### src/rtl/cim_pkg.sv
// Package for the cell imbalance monitor: field widths, defaults and shared types.
// Used by the channel interfaces, the scan tracker and the top level.
package cim_pkg;

    // Fixed field widths of the channels.
    localparam int CODE_W     = 16;
    localparam int THRESH_W   = 16;
    localparam int CELL_OUT_W = 7;

    // Defaults for the top-level parameters.
    localparam int MAX_CELLS_DEF = 128;
    localparam int CODE_BITS_DEF = 16;

    // Threshold after reset.
    localparam logic [THRESH_W-1:0] THRESH_RESET = THRESH_W'(655);

    // One sample as it moves through the block.
    typedef struct packed {
        logic [CODE_W-1:0] cell_code;
        logic              module_valid;
        logic              last_cell;
    } cim_sample_t;

    // One scan summary.
    typedef struct packed {
        logic [CELL_OUT_W-1:0] min_cell;
        logic [CELL_OUT_W-1:0] max_cell;
        logic                  imbalance_fault;
        logic                  all_valid;
        logic                  any_valid;
    } cim_result_t;

endpackage

### src/rtl/cim_if.sv
// Valid/ready channel interfaces of the cell imbalance monitor.
// Depends on cim_pkg for field widths.
interface cim_sample_if import cim_pkg::*; ();
    logic              valid;
    logic              ready;
    logic [CODE_W-1:0] cell_code;
    logic              module_valid;
    logic              last_cell;

    modport source (output valid, cell_code, module_valid, last_cell, input ready);
    modport sink   (input valid, cell_code, module_valid, last_cell, output ready);
endinterface

interface cim_result_if import cim_pkg::*; ();
    logic                  valid;
    logic                  ready;
    logic [CELL_OUT_W-1:0] min_cell;
    logic [CELL_OUT_W-1:0] max_cell;
    logic                  imbalance_fault;
    logic                  all_valid;
    logic                  any_valid;

    modport source (output valid, min_cell, max_cell, imbalance_fault, all_valid, any_valid,
                    input ready);
    modport sink   (input valid, min_cell, max_cell, imbalance_fault, all_valid, any_valid,
                    output ready);
endinterface

interface cim_cfg_if import cim_pkg::*; ();
    logic                valid;
    logic                ready;
    logic [THRESH_W-1:0] data;

    modport source (output valid, data, input ready);
    modport sink   (input valid, data, output ready);
endinterface

### src/rtl/cell_imbalance_monitor.sv
// Top level of the cell imbalance monitor: input register, scan tracker and
// result register. Depends on cim_pkg, cim_if and cim_tracker.
//
// The block takes one cell voltage code per transaction on samples and keeps the
// lowest and highest valid codes of the scan with the cell numbers that hold
// them, numbering cells from 0 and holding the number at MAX_CELLS-1 once it is
// reached. Cell numbers are reported in 7 bits. A sample whose module_valid is
// low only clears all_valid. The transaction marked last_cell closes the scan:
// one summary transaction appears on report and the tracker starts the next scan
// from its reset state. imbalance_fault is set when at least one valid sample was
// seen and highest minus lowest code exceeds the threshold written on cfg (655
// after reset); cfg is always ready and should be written only while the block
// is idle. Codes are masked to CODE_BITS. One sample is accepted every clock
// cycle, stalled only when a closing sample meets a summary that report has not
// yet taken; a summary is loaded into the result register when its closing sample
// leaves the input register. The rate is set by the compare and update of the
// running minimum and maximum between the input register and the tracker state.
module cell_imbalance_monitor import cim_pkg::*; #(
    parameter int MAX_CELLS = MAX_CELLS_DEF,
    parameter int CODE_BITS = CODE_BITS_DEF
) (
    input  logic           clk,
    input  logic           rst_n,
    cim_cfg_if.sink        cfg,
    cim_sample_if.sink     samples,
    cim_result_if.source   report
);

    logic [THRESH_W-1:0] threshold_reg;

    logic        stage_valid_reg;
    cim_sample_t stage_item_reg;

    logic        report_valid_reg;
    cim_result_t report_reg;

    cim_sample_t incoming;
    cim_result_t summary;
    logic        report_free;
    logic        advance;

    // Threshold register; the port never stalls.
    assign cfg.ready = 1'b1;

    always_ff @(posedge clk or negedge rst_n)
    begin
        if (!rst_n)
        begin
            threshold_reg <= THRESH_RESET;
        end
        else if (cfg.valid)
        begin
            threshold_reg <= cfg.data;
        end
    end

    // Input register. A sample that does not close the scan always moves on;
    // a closing one needs room in the result register.
    assign report_free = !report_valid_reg || report.ready;
    assign advance     = stage_valid_reg && (!stage_item_reg.last_cell || report_free);
    assign samples.ready = !stage_valid_reg || advance;

    always_comb
    begin
        incoming.cell_code    = samples.cell_code;
        incoming.module_valid = samples.module_valid;
        incoming.last_cell    = samples.last_cell;
    end

    always_ff @(posedge clk or negedge rst_n)
    begin
        if (!rst_n)
        begin
            stage_valid_reg <= 1'b0;
        end
        else if (samples.ready)
        begin
            stage_valid_reg <= samples.valid;
        end
    end

    always_ff @(posedge clk)
    begin
        if (samples.valid && samples.ready)
        begin
            stage_item_reg <= incoming;
        end
    end

    cim_tracker #(
        .MAX_CELLS (MAX_CELLS),
        .CODE_BITS (CODE_BITS)
    ) u_tracker (
        .clk       (clk),
        .rst_n     (rst_n),
        .step      (advance),
        .sample    (stage_item_reg),
        .threshold (threshold_reg),
        .result    (summary)
    );

    // Result register: load on a closing sample, drop once taken.
    always_ff @(posedge clk or negedge rst_n)
    begin
        if (!rst_n)
        begin
            report_valid_reg <= 1'b0;
        end
        else if (advance && stage_item_reg.last_cell)
        begin
            report_valid_reg <= 1'b1;
        end
        else if (report.ready)
        begin
            report_valid_reg <= 1'b0;
        end
    end

    always_ff @(posedge clk)
    begin
        if (advance && stage_item_reg.last_cell)
        begin
            report_reg <= summary;
        end
    end

    assign report.valid           = report_valid_reg;
    assign report.min_cell        = report_reg.min_cell;
    assign report.max_cell        = report_reg.max_cell;
    assign report.imbalance_fault = report_reg.imbalance_fault;
    assign report.all_valid       = report_reg.all_valid;
    assign report.any_valid       = report_reg.any_valid;

endmodule

### src/rtl/cim_tracker.sv
// Scan tracker: running minimum and maximum codes, their cell numbers and the
// validity flags of one scan. Depends on cim_pkg.
module cim_tracker import cim_pkg::*; #(
    parameter int MAX_CELLS = MAX_CELLS_DEF,
    parameter int CODE_BITS = CODE_BITS_DEF
) (
    input  logic                clk,
    input  logic                rst_n,
    input  logic                step,
    input  cim_sample_t         sample,
    input  logic [THRESH_W-1:0] threshold,
    output cim_result_t         result
);

    localparam int CIW = $clog2(MAX_CELLS);
    localparam int CW  = (CODE_BITS < CODE_W) ? CODE_BITS : CODE_W;
    localparam logic [CIW-1:0] TOP_CELL = CIW'(MAX_CELLS - 1);

    logic [CIW-1:0] cell_number_reg, cell_number_next;
    logic [CW-1:0]  lowest_code_reg, lowest_code_next;
    logic [CW-1:0]  highest_code_reg, highest_code_next;
    logic [CIW-1:0] lowest_index_reg, lowest_index_next;
    logic [CIW-1:0] highest_index_reg, highest_index_next;
    logic           seen_valid_reg, seen_valid_next;
    logic           every_valid_reg, every_valid_next;

    logic [CW-1:0] code;
    logic          take_low;
    logic          take_high;
    logic [CW-1:0] spread;

    assign code      = sample.cell_code[CW-1:0];
    assign take_low  = sample.module_valid && (!seen_valid_reg || code < lowest_code_reg);
    assign take_high = sample.module_valid && (!seen_valid_reg || code > highest_code_reg);

    always_comb
    begin
        lowest_code_next   = take_low  ? code : lowest_code_reg;
        lowest_index_next  = take_low  ? cell_number_reg : lowest_index_reg;
        highest_code_next  = take_high ? code : highest_code_reg;
        highest_index_next = take_high ? cell_number_reg : highest_index_reg;
        seen_valid_next    = seen_valid_reg | sample.module_valid;
        every_valid_next   = every_valid_reg & sample.module_valid;
        // Saturate at the top cell number.
        cell_number_next   = (cell_number_reg != TOP_CELL) ? cell_number_reg + 1'b1
                                                           : cell_number_reg;
    end

    assign spread = highest_code_next - lowest_code_next;

    always_comb
    begin
        result.min_cell        = CELL_OUT_W'(lowest_index_next);
        result.max_cell        = CELL_OUT_W'(highest_index_next);
        result.imbalance_fault = seen_valid_next && (THRESH_W'(spread) > threshold);
        result.all_valid       = every_valid_next;
        result.any_valid       = seen_valid_next;
    end

    always_ff @(posedge clk or negedge rst_n)
    begin
        if (!rst_n)
        begin
            cell_number_reg   <= '0;
            lowest_code_reg   <= '0;
            highest_code_reg  <= '0;
            lowest_index_reg  <= '0;
            highest_index_reg <= '0;
            seen_valid_reg    <= 1'b0;
            every_valid_reg   <= 1'b1;
        end
        else if (step)
        begin
            if (sample.last_cell)
            begin
                // End of scan: start the next one afresh.
                cell_number_reg   <= '0;
                lowest_code_reg   <= '0;
                highest_code_reg  <= '0;
                lowest_index_reg  <= '0;
                highest_index_reg <= '0;
                seen_valid_reg    <= 1'b0;
                every_valid_reg   <= 1'b1;
            end
            else
            begin
                cell_number_reg   <= cell_number_next;
                lowest_code_reg   <= lowest_code_next;
                highest_code_reg  <= highest_code_next;
                lowest_index_reg  <= lowest_index_next;
                highest_index_reg <= highest_index_next;
                seen_valid_reg    <= seen_valid_next;
                every_valid_reg   <= every_valid_next;
            end
        end
    end

endmodule

### src/flat_wrapper.sv
// flat-port wrapper written by rule: the top's interface ports become plain ports
module cell_imbalance_monitor_flat import cim_pkg::*;
#(
    parameter int MAX_CELLS = MAX_CELLS_DEF,
    parameter int CODE_BITS = CODE_BITS_DEF
)
  (clk, rst_n, cfg_valid, cfg_data, cfg_ready, samples_valid, samples_cell_code, samples_module_valid, samples_last_cell, samples_ready, report_valid, report_min_cell, report_max_cell, report_imbalance_fault, report_all_valid, report_any_valid, report_ready);
  cim_cfg_if cfg_i ();
  cim_sample_if samples_i ();
  cim_result_if report_i ();
  input  logic clk;
  input  logic rst_n;
  input wire logic [$bits(cfg_i.valid)-1:0] cfg_valid;
  input wire logic [$bits(cfg_i.data)-1:0] cfg_data;
  output wire logic [$bits(cfg_i.ready)-1:0] cfg_ready;
  input wire logic [$bits(samples_i.valid)-1:0] samples_valid;
  input wire logic [$bits(samples_i.cell_code)-1:0] samples_cell_code;
  input wire logic [$bits(samples_i.module_valid)-1:0] samples_module_valid;
  input wire logic [$bits(samples_i.last_cell)-1:0] samples_last_cell;
  output wire logic [$bits(samples_i.ready)-1:0] samples_ready;
  output wire logic [$bits(report_i.valid)-1:0] report_valid;
  output wire logic [$bits(report_i.min_cell)-1:0] report_min_cell;
  output wire logic [$bits(report_i.max_cell)-1:0] report_max_cell;
  output wire logic [$bits(report_i.imbalance_fault)-1:0] report_imbalance_fault;
  output wire logic [$bits(report_i.all_valid)-1:0] report_all_valid;
  output wire logic [$bits(report_i.any_valid)-1:0] report_any_valid;
  input wire logic [$bits(report_i.ready)-1:0] report_ready;
  assign cfg_i.valid = cfg_valid;
  assign cfg_i.data = cfg_data;
  assign cfg_ready = cfg_i.ready;
  assign samples_i.valid = samples_valid;
  assign samples_i.cell_code = samples_cell_code;
  assign samples_i.module_valid = samples_module_valid;
  assign samples_i.last_cell = samples_last_cell;
  assign samples_ready = samples_i.ready;
  assign report_valid = report_i.valid;
  assign report_min_cell = report_i.min_cell;
  assign report_max_cell = report_i.max_cell;
  assign report_imbalance_fault = report_i.imbalance_fault;
  assign report_all_valid = report_i.all_valid;
  assign report_any_valid = report_i.any_valid;
  assign report_i.ready = report_ready;
  cell_imbalance_monitor #(.MAX_CELLS(MAX_CELLS), .CODE_BITS(CODE_BITS)) u_core (.clk(clk), .rst_n(rst_n), .cfg(cfg_i), .samples(samples_i), .report(report_i));
endmodule
### config.mk
export PLATFORM = sky130hd
export DESIGN_NAME = cell_imbalance_monitor_flat
export DESIGN_NICKNAME = d
export VERILOG_FILES = /design/src/rtl/cim_pkg.sv /design/src/rtl/cim_if.sv /design/src/rtl/cell_imbalance_monitor.sv /design/src/rtl/cim_tracker.sv /design/src/flat_wrapper.sv
export SDC_FILE = /design/constraint.sdc
export NUM_CORES = 1
export LEC_CHECK = 0
export BUFFER_PORTS_ARGS = -buffer_cell sky130_fd_sc_hd__buf_2
export CORE_UTILIZATION = 30
export CTS_CLUSTER_DIAMETER = 30
export CTS_CLUSTER_SIZE = 24
export DETAILED_ROUTE_END_ITERATION = 6
export SLEW_MARGIN = 20
export SYNTH_ARGS = -nofsm -noshare
export SYNTH_HDL_FRONTEND = slang
export SYNTH_HIERARCHICAL = 1
export SYNTH_SLANG_ARGS = --single-unit
### constraint.sdc
create_clock -name clk -period 17 [get_ports clk]
set_input_delay 4.25 -clock clk [delete_from_list [all_inputs] [get_ports clk]]
set_output_delay 4.25 -clock clk [all_outputs]
set_load 0.05 [all_outputs]
==> run_results.csv <==
group,metric,value,unit
run_status,outcome,"complete, no violations",
power,p_per_area,115,nW/um^2
sta,post-route-period-util,0.533,
setup_path,start_kind,"primary input",
run,maxCapViolCount,0,
final_layout,nets,766,
final_layout,layout_commonest_cell,"dfrtp_1",
clocking,post_cts_resized,0,
sta,slew_headroom,0.418,
detailed_routing,via_per_inst,4.87,
final_layout,final_cell_mix,"66 x dfrtp_1, 63 x ha_1, 57 x buf_2",
setup_path,critPathCaptureType,"output pin",
clocking,clk_latency,0.36,ns
floorplan,io_pins,59,
synth,synth.area.top_cells,"dfrtp_1 26%, edfxtp_1 16%, ha_1 12%",
power,comb_power_share,0.352,
global_route,grt_pass1_vias,4435,
synth,synth_top_area_share,0.257,
floorplan,rows,53,
synth,yosys_warnings,6,
synth,yosysTopAreaCell,"dfrtp_1",
clocking,cts_root_buffer,"clkbuf_16",
final_layout,seqCellArea,2890,sq um
sta,tightest_slew,0.872,ns
sta,drv_slew,0,
clocking,holdBufCountCts,0,
synth,synth_edf_count,35,
power,switchingPower,0.292,mW
power,p_seq_frac,0.381,
synth,ys_ff_latch,108,
sta,min_period,9.06,ns
synth,synth_flop_cell,"dfrtp_1",
setup_path,cp_common_cell,"buf_2",
power,p_clk_frac,0.267,
place,hpwl,9.93,mm
global_route,grt-ovfl-total,0,
sta,setup_tns,0,ns
detailed_routing,wl_per_cell,14.9,um
synth,synth_cells,616,
detailed_routing,dr.first_iter.drc_count,299,
floorplan,core_area,21000,sq um
clocking,h-tree-depth,3,
detailed_routing,drcViolationCount,0,
detailed_routing,vias,4591,
final_layout,syn_to_final_growth,13.7,%
final_layout,drive_gt1_frac,0.166,
synth,synthesis.area,6420,sq um
floorplan,die_y,148,um
power,swShare,0.349,
power,p_leak,3.30,nW
final_layout,multi_input_area,3180,sq um
sta,hold_violations,0,
detailed_routing,ant_nets,0,
power,vdd_drop_max,0.0511,mV
clocking,cts_made_buffers,9,
place,gp_congestion,0.781,
floorplan,dieWidth,148,um
synth,ys_types,56,
detailed_routing,routed_wl,14.0,mm
sta,clock_skew,0.0166,ns
floorplan,dieArea,22000,sq um
setup_path,path_class,"primary input to output pin",
setup_path,path_cells,"buf_2 -> nand4b_1 -> buf_2",
global_route,antenna_found_initial,0,
setup_path,cp.arrival,4.81,ns
sta,rsz0062_at_grt,"false",
sta,max_freq,110,MHz
synth,async_flop_share,0.676,
min_path,min_path_type,"flip-flop to flip-flop",
clocking,cts_sinks,108,
setup_path,slowest_stage,"buf_2",
global_route,grt_pass1_wl,23.1,mm
setup_path,worstPathRequired,12.75,ns
power,total_power,0.837,mW
global_route,grtUsageTotal,0.135,
sta,setup_viol,0,
clocking,cts_tree,"yes",
clocking,postCtsSetupBuffers,0,
setup_path,path_max_fanout,3,
floorplan,start_util,0.305,
power,p_int,0.545,mW
synth,yosysSeqAreaShare,0.450,
final_layout,diodes,0,
clocking,cts.path.max_buffers,2,
setup_path,max_stage_delay,0.25,ns
clocking,clkSlewWorstSetupHoldPaths,0.07,ns
detailed_routing,first_pass_iters,5,
global_route,grt_max_degree,74,
synth,syn_area_per_cell,10.4,sq um
final_layout,fill_cells,2134,
place,port_buffers,57,
final_layout,largest_reg_flops,18,
synth,syn_nets,719,
[Yosys cell counts, types with 10 or more instances]
cell type / n
dfrtp_1: 66
edfxtp_1: 35
nor2_1: 30
a21o_1: 16
nor2b_1: 14
clkbuf_1: 12
nand3_1: 11
nand2_1: 52
mux2_4: 10
a22o_1: 25
o21ai_0: 25
o2bb2ai_1: 18
ha_1: 63
buf_2: 10
inv_1: 54
mux2i_1: 14
a21oi_1: 49
[routing by layer]
metal  GRT usage  share of wire  vias up
met5           0              0        -
met4      0.0433          0.015        0
met3      0.0285          0.052       18
met2       0.197           0.42      105
met1       0.198           0.51     2149
li1            -              -     2319
[critical path, delay by kind of cell]
family        cells  cell delay [ns]
simple gates      1             0.20
buf+inv           2             0.35
[worst paths after layout]
check	slack (ns)	cells past startpoint	from	to
worst max-delay path	7.94	3	report_ready	samples_ready
worst min-delay path	0.48	1	u_core/u_tracker/highest_index_reg[0]	u_core/u_tracker/highest_index_reg[0]
worst max register to register	10.33	26	u_core/stage_item_reg[16]	u_core/report.imbalance_fault
worst min register to register	0.48	1	u_core/u_tracker/highest_index_reg[0]	u_core/u_tracker/highest_index_reg[0]
max in group asynchronous	12.40	3	rst_n	u_core/threshold_reg[2]
min in group asynchronous	3.93	2	rst_n	u_core/u_tracker/highest_code_reg[9]
[final cells by class]
class,instances,area share
multi-input combinational,424,0.435
sequential,108,0.396
timing repair buffer,65,0.0491
tap,275,0.0472
clock buffer,9,0.0309
inverter,55,0.0283
clock inverter,7,0.0134
[cells by family after synthesis]
family / after synthesis / synth area share
adder cells (fa/ha/maj): 64 / 0.126
AO/OA/AOI/OAI: 176 / 0.190
multiplexers: 30 / 0.0558
XOR/XNOR: 15 / 0.0205
buffers and inverters: 84 / 0.0571
flip-flops: 108 / 0.450
AND/OR/NAND/NOR: 138 / 0.100
other: 1 / 0.000584
[through the flow]
stage | instance area [sq um] | worst slack [ns] | util | cells | hold slack [ns]
finish | 7290 | 7.94 | 0.347 | 943 | 0.483
detailed placement | 6950 | 7.95 | 0.331 | 926 | 0.469
global route | 7290 | 7.91 | 0.347 | 943 | 0.496
CTS | 7270 | 7.95 | 0.346 | 942 | 0.487
floorplan | 6420 | 7.92 | - | 616 | 0.449
global placement | 6950 | 7.97 | 0.331 | 926 | 0.464
[power by group through the flow]
| stage | clock network [mW] | registers [mW] | logic, mW |
|---|---|---|---|
| 2_1_floorplan | 0 | 0.328 | 0.223 |
| 3_3_place_gp | 0 | 0.324 | 0.289 |
| 3_5_place_dp | 0 | 0.324 | 0.294 |
| 4_1_cts | 0.234 | 0.319 | 0.297 |
| 5_1_grt | 0.243 | 0.323 | 0.337 |
| 6_report | 0.223 | 0.319 | 0.294 |
(Power assumes the default switching activity.)
